### config.mk
export PLATFORM = sky130hd
export DESIGN_NAME = khte_ctrl
export DESIGN_NICKNAME = d
export VERILOG_FILES = /design/src/hdl/khte_pkg.sv /design/src/hdl/khte_ctrl.sv
export SDC_FILE = /design/constraint.sdc
export NUM_CORES = 1
export LEC_CHECK = 0
export BUFFER_PORTS_ARGS = -buffer_cell sky130_fd_sc_hd__buf_2
export CORE_ASPECT_RATIO = 1.25
export CORE_UTILIZATION = 52
export CTS_BUF_LIST = sky130_fd_sc_hd__clkbuf_4
export DETAILED_ROUTE_END_ITERATION = 10
export PLACE_DENSITY_LB_ADDON = 0.25
export SYNTH_ARGS = -nofsm -noshare
export SYNTH_HDL_FRONTEND = slang
export SYNTH_SLANG_ARGS = --single-unit
### constraint.sdc
create_clock -name clk -period 2.58 [get_ports clk]
set_input_delay 0.258 -clock clk [delete_from_list [all_inputs] [get_ports clk]]
set_output_delay 0.258 -clock clk [all_outputs]
set_load 0.01 [all_outputs]
### src/hdl/khte_pkg.sv
// khte_pkg: shared types, codes and hash helpers for the keyword hash table engine
// used by the datapath, the controller and the top; depends on nothing

package khte_pkg;

	localparam logic [31:0] FNV_BASIS   = 32'd2166136261;
	localparam logic [31:0] FNV_PRIME   = 32'd16777619;
	localparam logic [7:0]  CASE_OFFSET = 8'd32;
	localparam logic [7:0]  UPPER_A     = 8'd65;
	localparam logic [7:0]  UPPER_Z     = 8'd90;

	typedef logic [1:0] cmd_code_t;
	localparam cmd_code_t CMD_LOOKUP = 2'd0;
	localparam cmd_code_t CMD_ADD    = 2'd1;
	localparam cmd_code_t CMD_REMOVE = 2'd2;

	typedef logic [2:0] st_code_t;
	localparam st_code_t ST_OK   = 3'd0;
	localparam st_code_t ST_MISS = 3'd1;
	localparam st_code_t ST_DUP  = 3'd2;
	localparam st_code_t ST_FULL = 3'd3;
	localparam st_code_t ST_LONG = 3'd4;
	localparam st_code_t ST_NONE = 3'd5;

	function automatic logic [7:0] fold_case(input logic [7:0] c);
		logic [7:0] r;
		r = c;
		if (c >= UPPER_A && c <= UPPER_Z) begin
			r = c + CASE_OFFSET;
		end
		return r;
	endfunction

	function automatic logic [31:0] hash_step(input logic [31:0] h, input logic [7:0] c);
		logic [31:0] x;
		x = h ^ {24'd0, fold_case(c)};
		return x * FNV_PRIME;
	endfunction

	// commands from the controller to the datapath
	typedef struct packed {
		logic      take_item;
		logic      mod_start;
		logic      cur_head;
		logic      cur_next;
		logic      cur_inc;
		logic      cur_zero;
		logic      dst_zero;
		logic      dst_inc;
		logic      add_init;
		logic      bi_clr;
		logic      byte_go;
		logic      len_meta;
		logic      byte_hash;
		logic      byte_cmp;
		logic      byte_wr;
		logic      wr_from_key;
		logic      hash_init;
		logic      meta_wr_new;
		logic      meta_wr_copy;
		logic      link;
		logic      head_clr;
		logic      cnt_inc;
		logic      cnt_from_dst;
		logic      ver_inc;
		logic      res_set;
		logic      res_hit;
		st_code_t  res_status;
		logic      out_load;
	} dp_cmd_t;

	// status from the datapath to the controller
	typedef struct packed {
		cmd_code_t cmd;
		logic      too_long;
		logic      mod_done;
		logic      walk_end;
		logic      len_eq;
		logic      mismatch;
		logic      byte_busy;
		logic      ext_eq;
		logic      cur_eq_dst;
		logic      cur_end;
		logic      dst_end;
		logic      full;
		logic      clr_last;
		logic      out_free;
	} dp_sts_t;

endpackage

### src/hdl/khte_ctrl.sv
// khte_ctrl: command sequencer for lookup, add, remove and chain rebuild
// depends on khte_pkg; drives khte_dpath through dp_cmd_t

module khte_ctrl (
	input  logic              clk,
	input  logic              arst_n,
	input  logic              in_valid,
	input  logic              last_byte,
	input  khte_pkg::dp_sts_t sts,
	output logic              in_stall,
	output khte_pkg::dp_cmd_t cmd
);

	localparam logic [4:0] S_CLR0  = 5'd0;
	localparam logic [4:0] S_IDLE  = 5'd1;
	localparam logic [4:0] S_DEC   = 5'd2;
	localparam logic [4:0] S_BKT   = 5'd3;
	localparam logic [4:0] S_HEAD  = 5'd4;
	localparam logic [4:0] S_WALK  = 5'd5;
	localparam logic [4:0] S_WMETA = 5'd6;
	localparam logic [4:0] S_WCMP  = 5'd7;
	localparam logic [4:0] S_ACOPY = 5'd8;
	localparam logic [4:0] S_ALINK = 5'd9;
	localparam logic [4:0] S_RMETA = 5'd10;
	localparam logic [4:0] S_RCHK  = 5'd11;
	localparam logic [4:0] S_RCOPY = 5'd12;
	localparam logic [4:0] S_REND  = 5'd13;
	localparam logic [4:0] S_RCLR  = 5'd14;
	localparam logic [4:0] S_RB    = 5'd15;
	localparam logic [4:0] S_RBH   = 5'd16;
	localparam logic [4:0] S_RBB   = 5'd17;
	localparam logic [4:0] S_RBL   = 5'd18;
	localparam logic [4:0] S_DONE  = 5'd19;

	logic [4:0] state_q;
	logic [4:0] state_nxt;
	logic       is_add;

	always_ff @(posedge clk or negedge arst_n) begin
		if (!arst_n) begin
			state_q <= S_CLR0;
		end else begin
			state_q <= state_nxt;
		end
	end

	assign is_add   = (sts.cmd == khte_pkg::CMD_ADD);
	assign in_stall = (state_q != S_IDLE);

	always_comb begin
		cmd       = '0;
		state_nxt = state_q;
		unique case (state_q)
			S_CLR0: begin
				cmd.head_clr = 1'b1;
				if (sts.clr_last) begin
					state_nxt = S_IDLE;
				end
			end
			S_IDLE: begin
				if (in_valid) begin
					cmd.take_item = 1'b1;
					if (last_byte) begin
						state_nxt = S_DEC;
					end
				end
			end
			S_DEC: begin
				if (sts.cmd == khte_pkg::CMD_REMOVE) begin
					cmd.cur_zero = 1'b1;
					cmd.dst_zero = 1'b1;
					state_nxt    = S_RMETA;
				end else if (sts.too_long) begin
					cmd.res_set    = 1'b1;
					cmd.res_status = is_add ? khte_pkg::ST_LONG : khte_pkg::ST_MISS;
					state_nxt      = S_DONE;
				end else begin
					cmd.mod_start = 1'b1;
					state_nxt     = S_BKT;
				end
			end
			S_BKT: begin
				if (sts.mod_done) begin
					state_nxt = S_HEAD;
				end
			end
			S_HEAD: begin
				cmd.cur_head = 1'b1;
				state_nxt    = S_WALK;
			end
			S_WALK: begin
				if (!sts.walk_end) begin
					state_nxt = S_WMETA;
				end else if (!is_add) begin
					cmd.res_set    = 1'b1;
					cmd.res_status = khte_pkg::ST_MISS;
					state_nxt      = S_DONE;
				end else if (sts.full) begin
					cmd.res_set    = 1'b1;
					cmd.res_status = khte_pkg::ST_FULL;
					state_nxt      = S_DONE;
				end else begin
					cmd.add_init = 1'b1;
					cmd.bi_clr   = 1'b1;
					state_nxt    = S_ACOPY;
				end
			end
			S_WMETA: begin
				if (sts.len_eq) begin
					cmd.bi_clr = 1'b1;
					state_nxt  = S_WCMP;
				end else begin
					cmd.cur_next = 1'b1;
					state_nxt    = S_WALK;
				end
			end
			S_WCMP: begin
				cmd.byte_go  = 1'b1;
				cmd.byte_cmp = 1'b1;
				if (!sts.byte_busy) begin
					if (!sts.mismatch) begin
						cmd.res_set    = 1'b1;
						cmd.res_hit    = !is_add;
						cmd.res_status = is_add ? khte_pkg::ST_DUP : khte_pkg::ST_OK;
						state_nxt      = S_DONE;
					end else begin
						cmd.cur_next = 1'b1;
						state_nxt    = S_WALK;
					end
				end
			end
			S_ACOPY: begin
				cmd.byte_go = 1'b1;
				cmd.byte_wr = 1'b1;
				if (!sts.byte_busy) begin
					state_nxt = S_ALINK;
				end
			end
			S_ALINK: begin
				cmd.link        = 1'b1;
				cmd.meta_wr_new = 1'b1;
				cmd.cnt_inc     = 1'b1;
				cmd.ver_inc     = 1'b1;
				cmd.res_set     = 1'b1;
				cmd.res_status  = khte_pkg::ST_OK;
				state_nxt       = S_DONE;
			end
			S_RMETA: begin
				state_nxt = sts.cur_end ? S_REND : S_RCHK;
			end
			S_RCHK: begin
				if (sts.ext_eq) begin
					cmd.cur_inc = 1'b1;
					state_nxt   = S_RMETA;
				end else if (sts.cur_eq_dst) begin
					cmd.cur_inc = 1'b1;
					cmd.dst_inc = 1'b1;
					state_nxt   = S_RMETA;
				end else begin
					cmd.meta_wr_copy = 1'b1;
					cmd.bi_clr       = 1'b1;
					state_nxt        = S_RCOPY;
				end
			end
			S_RCOPY: begin
				cmd.byte_go     = 1'b1;
				cmd.len_meta    = 1'b1;
				cmd.byte_wr     = 1'b1;
				cmd.wr_from_key = 1'b1;
				if (!sts.byte_busy) begin
					cmd.cur_inc = 1'b1;
					cmd.dst_inc = 1'b1;
					state_nxt   = S_RMETA;
				end
			end
			S_REND: begin
				if (sts.dst_end) begin
					cmd.res_set    = 1'b1;
					cmd.res_status = khte_pkg::ST_NONE;
					state_nxt      = S_DONE;
				end else begin
					cmd.cnt_from_dst = 1'b1;
					state_nxt        = S_RCLR;
				end
			end
			S_RCLR: begin
				cmd.head_clr = 1'b1;
				if (sts.clr_last) begin
					cmd.cur_zero = 1'b1;
					state_nxt    = S_RB;
				end
			end
			S_RB: begin
				if (sts.cur_end) begin
					cmd.ver_inc    = 1'b1;
					cmd.res_set    = 1'b1;
					cmd.res_status = khte_pkg::ST_OK;
					state_nxt      = S_DONE;
				end else begin
					cmd.hash_init = 1'b1;
					cmd.bi_clr    = 1'b1;
					state_nxt     = S_RBH;
				end
			end
			S_RBH: begin
				cmd.byte_go   = 1'b1;
				cmd.len_meta  = 1'b1;
				cmd.byte_hash = 1'b1;
				if (!sts.byte_busy) begin
					cmd.mod_start = 1'b1;
					state_nxt     = S_RBB;
				end
			end
			S_RBB: begin
				if (sts.mod_done) begin
					state_nxt = S_RBL;
				end
			end
			S_RBL: begin
				cmd.link    = 1'b1;
				cmd.cur_inc = 1'b1;
				state_nxt   = S_RB;
			end
			S_DONE: begin
				if (sts.out_free) begin
					cmd.out_load = 1'b1;
					state_nxt    = S_IDLE;
				end
			end
			default: begin
				state_nxt = S_IDLE;
			end
		endcase
	end

endmodule

==> Word level (Yosys, flattened, before mapping) <==
Cells that the tools add are included.
{ "totals": {"register_bits": 5, "inputBits": 19, "output_inout_bits": 31} }
{ "op_classes": {"eq_ne": 33, "mux": 89, "n_reduce_logical": 8} }
{ "ops": {"columns": ["op", "n"], "rows": [
  ["5-bit 2-to-1 mux", 20],
  ["5-bit case mux with 20 select lines", 1],
  ["1-bit 2-to-1 mux", 41],
  ["5-bit by 4-bit == test with 1-bit output, second input constant", 8],
  ["2-bit 2-to-1 mux", 11],
  ["2-bit inequality test, second input constant", 11],
  ["3-bit 2-to-1 mux", 7],
  ["5-bit by 3-bit == test with 1-bit output, second input constant", 4],
  ["5-bit == test, second input constant", 4],
  ["3-bit case mux with 4 select lines", 1],
  ["11-bit AND reduction", 1],
  ["5-bit by 2-bit == test with 1-bit output, second input constant", 2],
  ["1-bit case mux with 2 select lines", 5],
  ["2-bit OR reduction", 4],
  ["1-bit case mux with 6 select lines", 1],
  ["5-bit by 1-bit == test with 1-bit output, second input constant", 1],
  ["5-bit logical NOT", 1],
  ["5-bit by 1-bit inequality test with 1-bit output, second input constant", 1],
  ["1-bit case mux with 4 select lines", 1],
  ["4-bit OR reduction", 1],
  ["1-bit case mux with 3 select lines", 1],
  ["2-bit by 1-bit == test with 1-bit output, second input constant", 1],
  ["2-bit == test, second input constant", 1],
  ["1-bit logical NOT", 1]
]} }

==> Logic depth before layout (Yosys ltp) <==
Gate-level depths: netlist of run 1.
{ "logic_depth": {"word_depth": 5, "ltp_mapped": 7} }

==> Least setup slack after synthesis of run 1 <==
No wires, ideal clock.
{ "synth_timing": {"path_kind": "register to output", "from": "register state_q[0]", "to": "output port cmd[20] (netlist name)", "arrival_ps": 1514, "setup_slack_ps": 808, "stages_incl_launch_ff": 7, "cell_sequence": "dfrtp_1 -> clkbuf_1 -> nor2b_1 -> nand3_1 -> nor2_1 -> a311oi_1 -> o21ai_0"} }
{ "synth_lines": {"columns": ["item", "line_no", "rtl"], "rows": [
  ["start: declaration", "khte_ctrl.sv:35", "logic [4:0] state_q;"],
  ["start signal: assignment", "khte_ctrl.sv:43", "state_q <= state_nxt;"],
  ["end: declaration", "khte_ctrl.sv:11", "output khte_pkg::dp_cmd_t cmd"]
]} }

==> results of run 1 <==
-- power by group through the flow --
stage	Clock [mW]	Sequential, mW	Combinational [mW]
floorplan	0	0.132	0.826
global placement	0	0.240	0.994
detailed placement	0	0.242	1.01
CTS	0.100	0.242	1.01
global route	0.108	0.262	1.13
finish	0.102	0.253	1.04
-- cell usage after synthesis (2+ instances only) --
master	count
nand3b_1	3
nor2_1	16
o22ai_1	4
nand3_1	11
or2_2	2
nor2b_1	4
buf_4	3
o21ai_0	15
o31ai_1	2
nor3_1	7
a21oi_1	9
a31oi_1	4
dfrtp_1	5
clkbuf_1	4
o32ai_1	2
nor3b_1	4
nand2b_1	11
and3_1	6
a2bb2oi_1	2
a21o_1	2
inv_1	10
nand2_1	12
buf_2	8
or3_1	2
-- logic make-up after synthesis --
family / after synthesis / synth area share
and+or+nand+nor: 87 / 0.451
DFF: 5 / 0.117
AOI/OAI and AO/OA: 51 / 0.306
buffers and inverters: 25 / 0.108
xor gates and xnor gates: 1 / 0.00822
muxes: 1 / 0.00939
-- critical path: cells and delay by family, from the launching register on --
| kind | cells | cell delay (ps) |
|---|---|---|
| buffers and inverters | 1 | 160 |
| DFF | 1 | 770 |
| and+or+nand+nor | 3 | 980 |
-- cell usage in the layout, fill, tap and decap left out, drive strengths merged, types with 2 or more instances in the layout --
master   Yosys  routed
or3          2       2
nand3       11      11
o21ai       16      16
nor2b        4       4
a2bb2oi      2       2
inv         10      10
buf         11      55
nand3b       3       3
o22ai        4       4
nand2b      11      11
dfrtp        5       5
nor3b        5       5
nor3         7       7
o32ai        2       2
nand2       12      12
clkbuf       4       4
or3b         2       2
nor2        16      16
and3         6       6
a31oi        4       4
a21o         2       2
o31ai        2       2
a21oi        9       9
or2          3       3
-- layer usage --
metal | part of all wire | track usage | vias up
met4 | 0.017 | 0.0885 | 0
li1 | - | - | 709
met2 | 0.51 | 0.628 | 98
met3 | 0.090 | 0.0172 | 11
met5 | 0 | 0 | -
met1 | 0.39 | 0.423 | 675
-- layout make-up --
| class | instances | area [um^2] | share of cell area |
|---|---|---|---|
| clock buffer | 4 | 30.0 | 0.0222 |
| inverter | 10 | 37.5 | 0.0278 |
| multi-input combinational | 140 | 836 | 0.618 |
| sequential | 5 | 125 | 0.0925 |
| tap | 19 | 23.8 | 0.0176 |
| timing repair buffer | 56 | 300 | 0.222 |
-- final timing paths --
path | start | end | slack (ps) | cells past startpoint
worst max-delay path | state_q[3]$_DFFE_PN0P_ | cmd[11] | 170 | 4
worst min-delay path | arst_n | state_q[0]$_DFFE_PN0P_ | 360 | 2
worst max register to register | state_q[3]$_DFFE_PN0P_ | state_q[1]$_DFFE_PN0P_ | 330 | 5
worst min register to register | state_q[1]$_DFFE_PN0P_ | state_q[1]$_DFFE_PN0P_ | 620 | 2
max in group asynchronous | arst_n | state_q[3]$_DFFE_PN0P_ | 2080 | 2
min in group clk | sts[5] | state_q[2]$_DFFE_PN0P_ | 520 | 4
-- what timing repair did --
action                                 4_1_cts  5_1_grt
gates resized for setup                      0        3
buffers inserted                             0        0
setup endpoints to repair                    0        2
hold buffers                                 1        0
endpoints found under the hold margin        5        0
==> flow_metrics.py, run 1 <==
metrics = {
    "detailed_routing": {
        "postRouteAntennaNets": 0,
        "drtPass1Iterations": 4,
        "wl_per_cell_um": 15.6,
        "vias_per_cell": 6.38,
        "drc": 0,
        "dr_total_vias": 1493,
        "wl_mm": 3.65,
        "first_iter_violations": 64,
    },
    "timing": {
        "hold_violations": 0,
        "tns_ps": 0,
        "fin_ws_ps": 165,
        "min_period_ps": 2410,
        "fmax_mhz": 414,
        "slew_viol_final": 0,
        "relSlewSlack": 0.553,
        "finalSetupViolations": 0,
        "period_share": 0.936,
        "tightest_slew_ps": 671,
        "finClkSkew_ps": 2.18,
        "rsz0062_at_grt": "no",
        "holdWs_ps": 362,
    },
    "final_layout": {
        "regMostFlops": "state_q",
        "antenna_cells": 0,
        "drive_gt1_frac": 0.316,
        "stdcell_count": 234,
        "n_fill_cell": 174,
        "largest_register_ffs": 5,
        "utilization": 0.731,
        "finish.instance_area_mm2": 0.00135,
        "top_regs": "state_q (5)",
        "final_nets": 235,
        "syn_to_final_growth_pct": 26.9,
    },
    "floorplanning": {
        "die_w_um": 42.5,
        "rows": 17,
        "die_area_mm2": 0.00224,
        "core-area_mm2": 0.00185,
        "die_h_um": 52.6,
        "ios": 50,
        "initial_core_util": 0.576,
    },
    "yosys": {
        "netlist_area_mm2": 0.00107,
        "avgSynthCellArea_um2": 6.27,
        "ys_types": 46,
        "synthFlopType": "dfrtp_1",
        "ys_ff_latch": 5,
        "yosys-top-cells-area": "dfrtp_1 (12%), o21ai_0 (7.0%), nand2b_1 (6.5%), nor2_1 (5.6%), nand3_1 (5.2%)",
        "synth_top_area_cell": "dfrtp_1",
        "synth_nets": 189,
        "async_flop_share": 1.00,
        "synth_edf_count": 0,
        "yosysTopAreaCellShare": 0.117,
        "ys_warn_count": 0,
        "synth.yosys.seq_area_share": 0.117,
        "syn_inst": 170,
    },
    "power": {
        "p_leak_nw": 0.697,
        "power.switching_uw": 771,
        "vdd_drop_max_v": 0.000550,
        "power_frac_comb": 0.745,
        "swShare": 0.554,
        "power.share.sequential": 0.181,
        "intPower_uw": 622,
        "total_power_mw": 1.39,
        "powerDensity_mw_per_mm2": 1030,
        "power_frac_clock": 0.073,
    },
    "worst_setup_path": {
        "critPathLaunchType": "register",
        "slowest_delay_ps": 770,
        "cp.arrival_ps": 2160,
        "crit_required_ps": 2320,
        "end_kind": "primary output",
        "crit_fanout": 22,
        "cpMaxStageDelayCell": "dfrtp_1",
        "crit_chain": "nand2b_1 > or4_1 > nor2_1 > buf_2",
        "critPathKind": "reg -> out",
    },
    "grt": {
        "grt_max_degree": 23,
        "grt_usage": 0.340,
        "grt_pass1_vias": 1341,
        "gr-total-overflow": 0,
        "grt_pass1_wl_mm": 6.00,
        "antenna_found_initial": 0,
    },
    "clock_network": {
        "cts_buffers": 3,
        "cts_tree": "yes",
        "cts-root-buf": "clkbuf_4",
        "h-tree-depth": 1,
        "insertion_delay_ps": 240,
        "clk_path_buf_depth": 2,
        "clock-sinks": 5,
        "clkSlewWorstSetupHoldPaths_ps": 50,
    },
    "flow_run": {
        "drv_cap": 0,
    },
    "place": {
        "portBuffers": 49,
        "placedInstanceArea_mm2": 0.00130,
        "dp.cells": 229,
        "place_ws_ps": 368,
        "dp_hpwl_mm": 2.79,
        "gp_congestion": 1.06,
    },
    "worst_hold_path": {
        "min_path_type": "in -> async",
    },
    "outcome": {
        "run_status": "complete, no violations",
    },
}
(Power assumes the default switching activity.)
==> run 2, diff against run 1 <==
- REMOVE_ABC_BUFFERS: default -> 1
==> flow_metrics.py, run 2 (same netlist as run 1, synthesis figures left out) <==
metrics = {
    "clock_network": {
        "insertion_delay_ps": 240,
        "clkSlewWorstSetupHoldPaths_ps": 50,
        "clock-sinks": 5,
        "clk_path_buf_depth": 2,
        "cts_buffers": 3,
        "h-tree-depth": 1,
        "cts-root-buf": "clkbuf_4",
        "cts_tree": "yes",
        "post_cts_buffers": 0,
    },
    "detailed_routing": {
        "postRouteAntennaNets": 0,
        "first_iter_violations": 95,
        "vias_per_cell": 6.28,
        "wl_mm": 3.62,
        "wl_per_cell_um": 15.3,
        "drtPass1Iterations": 4,
        "drc": 0,
        "dr_total_vias": 1488,
    },
    "grt": {
        "gr-total-overflow": 0,
        "antenna_found_initial": 0,
        "grt_usage": 0.327,
        "grt_pass1_vias": 1255,
        "grt_max_degree": 18,
        "grt_pass1_wl_mm": 5.66,
    },
    "final_layout": {
        "final_cell_mix": "buf_2 (49), nor2_1 (16), o21ai_0 (15)",
        "top_regs": "state_q (5)",
        "drive_gt1_frac": 0.317,
        "syn_to_final_growth_pct": 28.3,
        "antenna_cells": 0,
        "finish.instance_area_mm2": 0.00137,
        "n_fill_cell": 172,
        "regMostFlops": "state_q",
        "layout.cells.most_common": "buf_2",
        "final_nets": 238,
        "largest_register_ffs": 5,
    },
    "worst_setup_path": {
        "critPathKind": "reg -> out",
        "cpMaxStageDelayCell": "dfrtp_1",
        "critPathLaunchType": "register",
        "slowest_delay_ps": 580,
        "startpoint": "state_q[0]$_DFFE_PN0P_",
        "crit_chain": "nor3b_1 > nand3_1 > o21ai_0 > a21oi_1 > nand3b_1 > buf_2",
        "crit_required_ps": 2320,
        "cp.arrival_ps": 2230,
        "end_kind": "primary output",
        "crit_family": "simple AND/OR/NAND/NOR gates",
        "r2r_start": "state_q[3]$_DFFE_PN0P_",
        "crit_fanout": 17,
        "cp.buffers_inverters": 1,
    },
    "outcome": {
        "run_status": "complete, no violations",
    },
    "floorplanning": {
        "die_area_mm2": 0.00224,
        "initial_core_util": 0.576,
        "core-area_mm2": 0.00185,
        "die_w_um": 42.5,
        "rows": 17,
        "die_h_um": 52.6,
        "ios": 50,
    },
    "timing": {
        "rsz0062_at_grt": "no",
        "finalSetupViolations": 0,
        "tns_ps": 0,
        "period_share": 0.965,
        "holdWs_ps": 355,
        "min_period_ps": 2490,
        "tightest_slew_ps": 551,
        "finClkSkew_ps": 4.31,
        "slew_viol_final": 0,
        "hold_violations": 0,
        "relSlewSlack": 0.633,
        "fmax_mhz": 402,
    },
    "power": {
        "p_leak_nw": 0.710,
        "powerDensity_mw_per_mm2": 1030,
        "vdd_drop_max_v": 0.000876,
    },
    "place": {
        "dp_hpwl_mm": 2.85,
        "placedInstanceArea_mm2": 0.00133,
        "gp_congestion": 0.937,
        "portBuffers": 49,
    },
    "flow_run": {
        "drv_cap": 0,
    },
    "worst_hold_path": {
        "min_path_type": "in -> async",
    },
}
[run 2: layout make-up]
cell class / count / area (um^2) / area share
multi-input cells: 140 / 828 / 0.606
inverters: 10 / 37.5 / 0.0274
flip-flops and latches: 5 / 125 / 0.0915
repair buffers: 59 / 323 / 0.236
clock buffers: 4 / 30.0 / 0.0220
well taps: 19 / 23.8 / 0.0174
[run 2: final timing paths]
| kind | to | slack (ps) | depth (start not counted) |
|---|---|---|---|
| setup reg to reg | state_q[1]$_DFFE_PN0P_ | 500 | 6 |
| setup / recovery | cmd[5] | 90 | 6 |
| max in group asynchronous | state_q[4]$_DFFE_PN0P_ | 2100 | 2 |
| min in group clk | state_q[2]$_DFFE_PN0P_ | 530 | 4 |
| hold / removal | state_q[0]$_DFFE_PN0P_ | 350 | 2 |
| hold reg to reg | state_q[1]$_DFFE_PN0P_ | 760 | 3 |
[run 2: layer usage]
metal	up-vias	part of all wire	track usage
li1	713	-	-
met1	666	0.39	0.397
met2	103	0.51	0.592
met3	6	0.083	0.0276
met4	0	0.011	0.120
met5	-	0	0
[run 2: metrics by stage]
step	power [mW]	setup WS, ps	util	cells
final	1.41	90.3	0.739	237
after global routing	1.51	17.4	0.739	237
after CTS	1.38	81.1	0.738	237
after detailed placement	1.27	360	0.716	232
after global placement	1.24	423	0.716	232
after floorplan	0.878	506	-	155
[run 2: what timing repair did]
| action | 4_1_cts | 5_1_grt |
|---|---|---|
| setup endpoints to repair | 0 | 1 |
| hold buffers | 1 | 0 |
| endpoints found under the hold margin | 5 | 0 |
| resized for setup | 0 | 1 |
[run 2: report_power, final]
| part | switching (mW) | internal (mW) | total [mW] |
|---|---|---|---|
| Clock | 0.0331 | 0.0690 | 0.102 |
| Sequential | 0.0992 | 0.115 | 0.215 |
| Combinational | 0.633 | 0.457 | 1.09 |
